File: src/hdl/decimal_string_to_fixed_point_assert.svh
// assertion macros shared by the parser modules
`ifndef DECIMAL_STRING_TO_FIXED_POINT_ASSERT_SVH
`define DECIMAL_STRING_TO_FIXED_POINT_ASSERT_SVH

`ifndef ASSERT_OFF

// cond must hold at every edge out of reset
`define DSFP_ASSERT_ALWAYS(label, clk, rst_n, cond) \
    label: assert property (@(posedge clk) disable iff (!rst_n) (cond)) \
        else $error("invariant violated");

// cons must hold in the same cycle as ante
`define DSFP_ASSERT_IMPLIES(label, clk, rst_n, ante, cons) \
    label: assert property (@(posedge clk) disable iff (!rst_n) (ante) |-> (cons)) \
        else $error("implication violated");

`else

`define DSFP_ASSERT_ALWAYS(label, clk, rst_n, cond)
`define DSFP_ASSERT_IMPLIES(label, clk, rst_n, ante, cons)

`endif

`endif

File: src/hdl/dsfp_pkg.sv
`timescale 1ns / 1ps
`default_nettype none

package dsfp_pkg;

    localparam int CHAR_W  = 8;
    localparam int VALUE_W = 64;
    localparam int CNT_W   = 5;
    localparam int DIGIT_W = 4;

    // configuration register indexes
    localparam int CFG_IDX_W  = 1;
    localparam int CFG_DATA_W = 5;
    localparam logic [CFG_IDX_W-1:0] CFG_FIXED_SCALE_MODE = 1'd0;
    localparam logic [CFG_IDX_W-1:0] CFG_TARGET_SCALE     = 1'd1;

    localparam logic [CHAR_W-1:0] CHAR_PLUS = 8'h2B;
    localparam logic [CHAR_W-1:0] CHAR_DOT  = 8'h2E;
    localparam logic [CHAR_W-1:0] CHAR_ZERO = 8'h30;
    localparam logic [CHAR_W-1:0] CHAR_NINE = 8'h39;

    // largest value that can still be multiplied by ten in 64 bits
    localparam logic [VALUE_W-1:0] MUL10_LIMIT = 64'd1844674407370955161;

    localparam int QUEUE_DEPTH = 2;
    localparam int QPTR_W      = 1;
    localparam int QCNT_W      = 2;

    typedef struct packed {
        logic [CHAR_W-1:0] character;
        logic              last_char;
    } char_beat_t;

    typedef struct packed {
        logic               accepted;
        logic [VALUE_W-1:0] result_value;
        logic [CNT_W-1:0]   fraction_digits;
    } res_beat_t;

    typedef struct packed {
        logic             fixed_scale_mode;
        logic [CNT_W-1:0] target_scale;
    } cfg_t;

    // one finished string handed from front to back
    typedef struct packed {
        logic               rejected;
        logic [VALUE_W-1:0] mantissa;
        logic [CNT_W-1:0]   frac_count;
    } str_rec_t;

    typedef struct packed {
        logic empty;
        logic full;
    } q_status_t;

endpackage

`default_nettype wire

File: src/hdl/dsfp_front.sv
`timescale 1ns / 1ps
`default_nettype none
`include "decimal_string_to_fixed_point_assert.svh"

module dsfp_front #(
    parameter int MAX_LENGTH  = 22,
    parameter int DIGIT_LIMIT = 20
) (
    input  wire logic                clk,
    input  wire logic                rst_n,
    input  wire logic                char_valid,
    output logic                     char_ready,
    input  wire dsfp_pkg::char_beat_t char_data,
    input  wire dsfp_pkg::q_status_t q_status,
    output logic                     push,
    output dsfp_pkg::str_rec_t       push_rec
);

    logic [dsfp_pkg::VALUE_W-1:0] acc_reg, acc_next;
    logic [dsfp_pkg::CNT_W-1:0]   digit_cnt_reg, digit_cnt_next;
    logic [dsfp_pkg::CNT_W-1:0]   frac_cnt_reg, frac_cnt_next;
    logic [dsfp_pkg::CNT_W-1:0]   char_cnt_reg, char_cnt_next;
    logic                         dot_reg, dot_next;
    logic                         rej_reg, rej_next;

    logic                         fire;
    logic                         first;
    logic [dsfp_pkg::DIGIT_W-1:0] digit;
    logic [dsfp_pkg::CNT_W-1:0]   digit_cnt_inc;
    logic [dsfp_pkg::VALUE_W-1:0] acc_times10;

    assign char_ready    = !q_status.full;
    assign fire          = char_valid && char_ready;
    assign first         = (char_cnt_reg == '0);
    assign digit         = dsfp_pkg::DIGIT_W'(char_data.character - dsfp_pkg::CHAR_ZERO);
    assign digit_cnt_inc = dsfp_pkg::CNT_W'(digit_cnt_reg + 1'b1);
    assign acc_times10   = dsfp_pkg::VALUE_W'((acc_reg << 3) + (acc_reg << 1));

    always_comb
    begin
        acc_next       = acc_reg;
        digit_cnt_next = digit_cnt_reg;
        frac_cnt_next  = frac_cnt_reg;
        char_cnt_next  = char_cnt_reg;
        dot_next       = dot_reg;
        rej_next       = rej_reg;
        if (!rej_reg)
        begin
            if (char_cnt_reg >= dsfp_pkg::CNT_W'(MAX_LENGTH))
            begin
                rej_next = 1'b1;
            end
            else
            begin
                char_cnt_next = dsfp_pkg::CNT_W'(char_cnt_reg + 1'b1);
                if (char_data.character inside {[dsfp_pkg::CHAR_ZERO:dsfp_pkg::CHAR_NINE]})
                begin
                    digit_cnt_next = digit_cnt_inc;
                    if (digit_cnt_inc >= dsfp_pkg::CNT_W'(DIGIT_LIMIT))
                    begin
                        rej_next = 1'b1;
                    end
                    else
                    begin
                        acc_next = dsfp_pkg::VALUE_W'(acc_times10
                                   + dsfp_pkg::VALUE_W'(digit));
                        if (dot_reg)
                        begin
                            frac_cnt_next = dsfp_pkg::CNT_W'(frac_cnt_reg + 1'b1);
                        end
                    end
                end
                else if (char_data.character == dsfp_pkg::CHAR_DOT)
                begin
                    // fraction restarts at every dot
                    dot_next      = 1'b1;
                    frac_cnt_next = '0;
                end
                else if (!(char_data.character == dsfp_pkg::CHAR_PLUS && first))
                begin
                    rej_next = 1'b1;
                end
            end
        end
    end

    assign push                = fire && char_data.last_char;
    assign push_rec.rejected   = rej_next;
    assign push_rec.mantissa   = acc_next;
    assign push_rec.frac_count = frac_cnt_next;

    always_ff @(posedge clk or negedge rst_n)
    begin
        if (!rst_n)
        begin
            acc_reg       <= '0;
            digit_cnt_reg <= '0;
            frac_cnt_reg  <= '0;
            char_cnt_reg  <= '0;
            dot_reg       <= 1'b0;
            rej_reg       <= 1'b0;
        end
        else if (fire)
        begin
            if (char_data.last_char)
            begin
                acc_reg       <= '0;
                digit_cnt_reg <= '0;
                frac_cnt_reg  <= '0;
                char_cnt_reg  <= '0;
                dot_reg       <= 1'b0;
                rej_reg       <= 1'b0;
            end
            else
            begin
                acc_reg       <= acc_next;
                digit_cnt_reg <= digit_cnt_next;
                frac_cnt_reg  <= frac_cnt_next;
                char_cnt_reg  <= char_cnt_next;
                dot_reg       <= dot_next;
                rej_reg       <= rej_next;
            end
        end
    end

    `DSFP_ASSERT_ALWAYS(a_char_cnt_bound, clk, rst_n, char_cnt_reg <= dsfp_pkg::CNT_W'(MAX_LENGTH))
    `DSFP_ASSERT_ALWAYS(a_digit_cnt_bound, clk, rst_n, digit_cnt_reg <= dsfp_pkg::CNT_W'(DIGIT_LIMIT))
    `DSFP_ASSERT_IMPLIES(a_no_push_full, clk, rst_n, q_status.full, !push)

endmodule

`default_nettype wire

File: src/hdl/dsfp_queue.sv
`timescale 1ns / 1ps
`default_nettype none
`include "decimal_string_to_fixed_point_assert.svh"

module dsfp_queue (
    input  wire logic               clk,
    input  wire logic               rst_n,
    input  wire logic               push,
    input  wire dsfp_pkg::str_rec_t push_rec,
    input  wire logic               pop,
    output dsfp_pkg::str_rec_t      head_rec,
    output dsfp_pkg::q_status_t     q_status
);

    dsfp_pkg::str_rec_t            entry_reg [dsfp_pkg::QUEUE_DEPTH];
    logic [dsfp_pkg::QPTR_W-1:0]   wr_ptr_reg, wr_ptr_next;
    logic [dsfp_pkg::QPTR_W-1:0]   rd_ptr_reg, rd_ptr_next;
    logic [dsfp_pkg::QCNT_W-1:0]   count_reg, count_next;

    assign q_status.empty = (count_reg == '0);
    assign q_status.full  = (count_reg == dsfp_pkg::QCNT_W'(dsfp_pkg::QUEUE_DEPTH));
    assign head_rec       = entry_reg[rd_ptr_reg];

    always_comb
    begin
        wr_ptr_next = wr_ptr_reg;
        rd_ptr_next = rd_ptr_reg;
        count_next  = count_reg;
        if (push)
        begin
            wr_ptr_next = (wr_ptr_reg == dsfp_pkg::QPTR_W'(dsfp_pkg::QUEUE_DEPTH - 1))
                          ? '0 : dsfp_pkg::QPTR_W'(wr_ptr_reg + 1'b1);
        end
        if (pop)
        begin
            rd_ptr_next = (rd_ptr_reg == dsfp_pkg::QPTR_W'(dsfp_pkg::QUEUE_DEPTH - 1))
                          ? '0 : dsfp_pkg::QPTR_W'(rd_ptr_reg + 1'b1);
        end
        if (push && !pop)
        begin
            count_next = dsfp_pkg::QCNT_W'(count_reg + 1'b1);
        end
        else if (pop && !push)
        begin
            count_next = dsfp_pkg::QCNT_W'(count_reg - 1'b1);
        end
    end

    always_ff @(posedge clk)
    begin
        if (push)
        begin
            entry_reg[wr_ptr_reg] <= push_rec;
        end
    end

    always_ff @(posedge clk or negedge rst_n)
    begin
        if (!rst_n)
        begin
            wr_ptr_reg <= '0;
            rd_ptr_reg <= '0;
            count_reg  <= '0;
        end
        else
        begin
            wr_ptr_reg <= wr_ptr_next;
            rd_ptr_reg <= rd_ptr_next;
            count_reg  <= count_next;
        end
    end

    `DSFP_ASSERT_IMPLIES(a_no_pop_empty, clk, rst_n, q_status.empty, !pop)
    `DSFP_ASSERT_ALWAYS(a_count_bound, clk, rst_n, count_reg <= dsfp_pkg::QCNT_W'(dsfp_pkg::QUEUE_DEPTH))

endmodule

`default_nettype wire

File: src/hdl/dsfp_back.sv
`timescale 1ns / 1ps
`default_nettype none
`include "decimal_string_to_fixed_point_assert.svh"

module dsfp_back (
    input  wire logic                clk,
    input  wire logic                rst_n,
    input  wire dsfp_pkg::cfg_t      cfg,
    input  wire dsfp_pkg::q_status_t q_status,
    input  wire dsfp_pkg::str_rec_t  head_rec,
    output logic                     pop,
    output logic                     res_valid,
    input  wire logic                res_ready,
    output dsfp_pkg::res_beat_t      res_data
);

    typedef enum logic [1:0] {
        ST_IDLE  = 2'b01,
        ST_SCALE = 2'b10
    } back_state_t;

    back_state_t                  state_reg, state_next;
    logic [dsfp_pkg::VALUE_W-1:0] val_reg, val_next;
    logic [dsfp_pkg::CNT_W-1:0]   cnt_reg, cnt_next;
    logic                         ok_reg, ok_next;
    logic                         out_valid_reg, out_valid_next;
    dsfp_pkg::res_beat_t          out_reg, out_next;

    logic                         slot_free;
    logic                         direct;
    logic                         direct_ok;
    logic                         load_out;

    assign slot_free = !out_valid_reg || res_ready;
    assign direct    = head_rec.rejected || !cfg.fixed_scale_mode
                       || (head_rec.frac_count >= cfg.target_scale);
    assign direct_ok = !head_rec.rejected
                       && !(cfg.fixed_scale_mode && (head_rec.frac_count > cfg.target_scale));

    always_comb
    begin
        state_next = state_reg;
        val_next   = val_reg;
        cnt_next   = cnt_reg;
        ok_next    = ok_reg;
        pop        = 1'b0;
        load_out   = 1'b0;
        out_next   = out_reg;
        case (state_reg)
            ST_IDLE:
            begin
                if (!q_status.empty)
                begin
                    if (direct)
                    begin
                        if (slot_free)
                        begin
                            pop                      = 1'b1;
                            load_out                 = 1'b1;
                            out_next.accepted        = direct_ok;
                            out_next.result_value    = direct_ok ? head_rec.mantissa : '0;
                            out_next.fraction_digits = !direct_ok ? '0
                                                       : (cfg.fixed_scale_mode
                                                          ? cfg.target_scale
                                                          : head_rec.frac_count);
                        end
                    end
                    else
                    begin
                        pop        = 1'b1;
                        val_next   = head_rec.mantissa;
                        cnt_next   = head_rec.frac_count;
                        ok_next    = 1'b1;
                        state_next = ST_SCALE;
                    end
                end
            end
            ST_SCALE:
            begin
                // one multiply by ten per cycle until the scale is reached or the value would overflow
                if (!ok_reg || (cnt_reg >= cfg.target_scale))
                begin
                    if (slot_free)
                    begin
                        load_out                 = 1'b1;
                        out_next.accepted        = ok_reg;
                        out_next.result_value    = ok_reg ? val_reg : '0;
                        out_next.fraction_digits = ok_reg ? cfg.target_scale : '0;
                        state_next               = ST_IDLE;
                    end
                end
                else if (val_reg > dsfp_pkg::MUL10_LIMIT)
                begin
                    ok_next = 1'b0;
                end
                else
                begin
                    val_next = dsfp_pkg::VALUE_W'((val_reg << 3) + (val_reg << 1));
                    cnt_next = dsfp_pkg::CNT_W'(cnt_reg + 1'b1);
                end
            end
            default:
            begin
                state_next = ST_IDLE;
            end
        endcase
    end

    assign out_valid_next = load_out ? 1'b1 : (res_ready ? 1'b0 : out_valid_reg);

    always_ff @(posedge clk or negedge rst_n)
    begin
        if (!rst_n)
        begin
            state_reg     <= ST_IDLE;
            ok_reg        <= 1'b0;
            out_valid_reg <= 1'b0;
        end
        else
        begin
            state_reg     <= state_next;
            ok_reg        <= ok_next;
            out_valid_reg <= out_valid_next;
        end
    end

    always_ff @(posedge clk)
    begin
        val_reg <= val_next;
        cnt_reg <= cnt_next;
        out_reg <= out_next;
    end

    assign res_valid = out_valid_reg;
    assign res_data  = out_reg;

    `DSFP_ASSERT_IMPLIES(a_reject_zero, clk, rst_n, out_valid_reg && !out_reg.accepted, (out_reg.result_value == '0) && (out_reg.fraction_digits == '0))
    `DSFP_ASSERT_IMPLIES(a_pop_only_idle, clk, rst_n, pop, state_reg == ST_IDLE)

endmodule

`default_nettype wire

File: src/hdl/decimal_string_to_fixed_point.sv
`timescale 1ns / 1ps
`default_nettype none

// Parses an unsigned decimal string into a 64-bit mantissa. The front
// section takes one character beat per cycle while the queue is not full
// and does the multiply-by-ten-and-add for each digit in that cycle; a
// finished string goes into a two-entry queue. In exponent mode, for
// rejected strings and for fixed-scale strings with at least target_scale
// fraction digits, the back section writes a queued string straight into
// the output register, so strings of any length run at one character per
// cycle while results are taken. Otherwise the back section scales with
// one multiply by ten per cycle; the front keeps taking characters until
// the queue is full. Results sit in an output register, so a stalled
// consumer only stops the block once the queue fills. The user must write
// configuration only while no string is in flight, which is not enforced.
module decimal_string_to_fixed_point #(
    parameter int MAX_LENGTH  = 22,
    parameter int DIGIT_LIMIT = 20
) (
    input  wire logic                                clk,
    input  wire logic                                rst_n,
    input  wire logic                                char_valid,
    output logic                                     char_ready,
    input  wire dsfp_pkg::char_beat_t                char_data,
    output logic                                     res_valid,
    input  wire logic                                res_ready,
    output dsfp_pkg::res_beat_t                      res_data,
    input  wire logic                                cfg_we,
    input  wire logic [dsfp_pkg::CFG_IDX_W-1:0]      cfg_index,
    input  wire logic [dsfp_pkg::CFG_DATA_W-1:0]     cfg_data
);

    dsfp_pkg::cfg_t      cfg_reg;
    dsfp_pkg::q_status_t q_status;
    dsfp_pkg::str_rec_t  push_rec;
    dsfp_pkg::str_rec_t  head_rec;
    logic                push;
    logic                pop;

    always_ff @(posedge clk or negedge rst_n)
    begin
        if (!rst_n)
        begin
            cfg_reg <= '0;
        end
        else if (cfg_we)
        begin
            case (cfg_index)
                dsfp_pkg::CFG_FIXED_SCALE_MODE: cfg_reg.fixed_scale_mode <= cfg_data[0];
                dsfp_pkg::CFG_TARGET_SCALE:     cfg_reg.target_scale     <= cfg_data;
                default:                        cfg_reg <= cfg_reg;
            endcase
        end
    end

    dsfp_front #(
        .MAX_LENGTH  (MAX_LENGTH),
        .DIGIT_LIMIT (DIGIT_LIMIT)
    ) u_front (
        .clk        (clk),
        .rst_n      (rst_n),
        .char_valid (char_valid),
        .char_ready (char_ready),
        .char_data  (char_data),
        .q_status   (q_status),
        .push       (push),
        .push_rec   (push_rec)
    );

    dsfp_queue u_queue (
        .clk      (clk),
        .rst_n    (rst_n),
        .push     (push),
        .push_rec (push_rec),
        .pop      (pop),
        .head_rec (head_rec),
        .q_status (q_status)
    );

    dsfp_back u_back (
        .clk       (clk),
        .rst_n     (rst_n),
        .cfg       (cfg_reg),
        .q_status  (q_status),
        .head_rec  (head_rec),
        .pop       (pop),
        .res_valid (res_valid),
        .res_ready (res_ready),
        .res_data  (res_data)
    );

endmodule

`default_nettype wire
File: config.mk
export PLATFORM = sky130hd
export DESIGN_NAME = decimal_string_to_fixed_point
export DESIGN_NICKNAME = d
export VERILOG_FILES = /design/src/hdl/dsfp_pkg.sv /design/src/hdl/dsfp_front.sv /design/src/hdl/dsfp_queue.sv /design/src/hdl/dsfp_back.sv /design/src/hdl/decimal_string_to_fixed_point.sv
export VERILOG_INCLUDE_DIRS = /design/src /design/src/hdl
export SDC_FILE = /design/constraint.sdc
export NUM_CORES = 1
export LEC_CHECK = 0
export ABC_AREA = 1
export BUFFER_PORTS_ARGS = -buffer_cell sky130_fd_sc_hd__buf_2
export CORE_UTILIZATION = 35
export DETAILED_ROUTE_END_ITERATION = 8
export SETUP_SLACK_MARGIN = 0.02
export SYNTH_ARGS = -nofsm -noshare
export SYNTH_HDL_FRONTEND = slang
export SYNTH_SLANG_ARGS = --single-unit
File: constraint.sdc
create_clock -name clk -period 9.21 [get_ports clk]
set_input_delay 0.921 -clock clk [delete_from_list [all_inputs] [get_ports clk]]
set_output_delay 0.921 -clock clk [all_outputs]
set_load 0.03 [all_outputs]
==> metrics.md <==
| Metric | Value |
|---|---|
| Vias in the first global route | `approximately 24k` |
| Largest net degree at the start of global routing | `between 80 and 90` |
| Data arrival, critical path | `4.14 ns` |
| Sequential share of the synthesized area | `39.2%` |
| Req. time, crit path | `9.40 ns` |
| Post-DP HPWL | `68300 um` |
| Mapped Avg Cell Area | `7.20 um2` |
| Setup TNS | `0 ns` |
| Antenna Cells | `0` |
| Final period util | `between 40% and 50%` |
| Die width | `282 um` |
| Layout Skew | `0.0230 ns` |
| Slew HR | `around 30%` |
| Die span in y | `~280 um` |
| Fin cells | `4956` |
| Fmax | `~0.25 GHz` |
| Clock Sinks | `374` |
| DRT Pass-1 Iters | `5` |
| RSZ-0062 raised after global routing | `no` |
| Top cell type's share of synthesized area | `approximately 30%` |
| Syn Inst Count | `3810` |
| Netlist cell types | `50` |
| Crit end category | `register` |
| Placed cells | `between 4k and 5k` |
| FP Rows | `a little over 100` |
| Area grow syn2layout | `11.0%` |
| Filler instances | `a little over 8k` |
| Clock-pin slew on the worst setup and hold paths | `0.07 ns` |
| Total track usage | `between 20% and 30%` |
| Leakage | `around 0.015 uW` |
| Core Area | `~77000 um2` |
| Share of layout cells above drive strength 1 | `6.03%` |
| Dominant cells by area after synthesis | `edfxtp_1, nand2_1, ha_1, dfrtp_1, inv_1` |
| Mapped Nets | `a little over 4k` |
| Vias per cell | `5.00` |
| # setup viols final | `0` |
| Largest register FFs | `140` |
| Max_cap viols | `0` |
| DRT antenna net count | `0` |
| Total die area | `between 70000 and 80000 um2` |
| I/O pins | `92` |
| Top FF cell, synth | `edfxtp_1` |
| Yosys warnings | `0` |
| Via count | `between 20k and 25k` |
| Most frequent cell after synthesis | `nand2_1` |
| DRC | `0` |
| Pwr Density | `approximately 340 nW/um2` |
| Routed Wire Length | `roughly 86000 um` |
| Total global routing overflow | `0` |
| Port bufs | `a little over 90` |
| Post-CTS setup buffer count | `0` |
| Peak VDD IR | `approximately 260 uV` |
| TritonCTS Buffers | `approximately 40` |
| Reg-to-reg endpoint | `u_back.val_reg[57]` |
| Synth Register Bits | `374` |
| Final Total Pwr | `10300 uW` |
| Commonest cells in the netlist | `nand2_1, inv_1, nor2_1` |
| R2R Setup Slk | `5.26 ns` |
| Reg-to-reg startpoint | `u_queue.rd_ptr_reg` |
| Wire per inst | `~17 um` |
| R2R cell count | `12` |
| Hold Crit Class | `in -> async` |
| Final instance area | `approximately 30000 um2` |
| H-tree level count | `2` |
| Root buf cell | `clkbuf_16` |
| Initial Utilization | `35.4%` |
| Worst-Margin Slew | `1.06 ns` |
| Cell accounting for the most synthesized area | `edfxtp_1` |
| Netlist Area Pre-Place | `27400 um2` |
| Post-synth EDFFs | `279` |
| Clock Path Buffers | `3` |
| Max FO, Critical Path | `70` |
| Clk Latency, worst-skew pair | `just under 0.6 ns` |
| Final Max Slew Viols | `0` |
| GP Congestion | `0.964` |
| WS Path Type | `reg -> reg` |
| Dpl cell area | `between 20000 and 30000 um2` |
| Post-CTS Resized | `0` |
| Final min period | `slightly below 4 ns` |
| Ys async rst share | `between 20% and 30%` |
| Initial antenna violation count | `0` |
| Worst Setup Start Kind | `register` |
| Final Hold Viols | `0` |
| CTS tree | `built` |
| First-pass GRT wire length | `between 100000 and 150000 um` |
| Status | `finished, final reports clean` |
| # hold bufs at CTS | `0` |
| Fin nets | `about 4.1k` |
| DR iter-0 viols | `approximately 2.0k` |
## report_power, final
group          internal (uW)  switching, uW  total, uW  leakage [uW]
registers               2600            372       2980       0.00394
logic                   1530           4060       5580        0.0100
clock network            992            746       1740      0.000680
## kinds of logic (layout without fill, tap and decap cells)
kind of cell               count (synthesis)  in the layout  synth area share [%]
AOI/OAI and AO/OA                        576            576                  11.6
xor gates and xnor gates                  41             41                  1.34
adders and majority gates                205            205                  9.44
buffers and inverters                    655            761                  9.13
DFF                                      374            374                  39.2
muxes                                      7              7                 0.256
and+or+nand+nor                         1952           1952                  29.1
## how the worst max path moves through the flow
stage / from / end / slack [ns] / cells after the start
6_report: u_queue.rd_ptr_reg / u_back.val_reg[57] / 5.26 / 12
5_1_grt: u_queue.rd_ptr_reg / u_back.res_data[68] / 4.86 / 12
4_1_cts: u_queue.rd_ptr_reg / u_back.res_data[63] / 5.14 / 12
3_5_place_dp: u_queue.rd_ptr_reg / u_back.res_data[58] / 5.16 / 12
3_3_place_gp: u_queue.rd_ptr_reg / u_back.res_data[63] / 5.32 / 12
2_1_floorplan: u_queue.rd_ptr_reg / u_back.res_data[0] / 1.81 / 15
## cell type report
type	instances	area, um2	share of cell area, %
timing repair buffer	108	586	1.92
multi-input combinational	2781	14200	46.7
inverter	579	2170	7.14
tap	1040	1300	4.27
sequential	374	10800	35.3
clock buffer	43	1050	3.46
clock inverter	31	354	1.16
## worst max-delay path: stages, from the launching register on
cell and delay (ns):
dfrtp_2 0.36, buf_4 0.59, o21ai_0 0.34, inv_1 0.12, ha_1 0.26, a21oi_1 0.13
o21a_1 0.11, o21ai_0 0.14, o21ai_1 0.18, and3_1 0.22, inv_1 0.08, a31oi_4 0.13
buf_4 0.75
## cells in the final DEF (no fill, tap or decap), types with 11 or more instances in the layout
cell / synthesis / layout
a21boi_0: 33 / 33
a21oi_1: 162 / 162
buf_2: 12 / 90
buf_4: 6 / 18
clkbuf_16: 0 / 42
dfrtp_1: 94 / 93
edfxtp_1: 279 / 279
ha_1: 202 / 201
inv_1: 575 / 575
nand2_1: 1159 / 1158
nand3_1: 204 / 204
nand3b_1: 21 / 21
nand4_1: 41 / 41
nor2_1: 434 / 431
nor3_1: 30 / 29
nor4_1: 12 / 12
o21ai_0: 271 / 271
o21bai_1: 14 / 14
o22ai_1: 48 / 48
or2_2: 34 / 34
xnor2_1: 29 / 29
xor2_1: 11 / 11
## routing by layer
layer	vias to the layer above	part of all wire, %	routed length [um]	global-route usage (%)
met3	136	4.5	3910	1.80
met5	-	0	0	0
li1	12600	-	-	-
met4	0	3.8	3230	8.18
met2	591	46	39300	35.7
met1	11500	46	39700	29.5
## metrics by stage
stage | setup WS (ns) | hold slack, ns | util (%)
4_1_cts | 5.14 | 0.298 | 39.3
3_5_place_dp | 5.16 | 0.475 | 37.5
6_report | 5.26 | 0.309 | 39.3
2_1_floorplan | 1.81 | 0.442 | -
3_3_place_gp | 5.32 | 0.467 | 37.5
5_1_grt | 4.86 | 0.323 | 39.3
(Power assumes the default switching activity.)
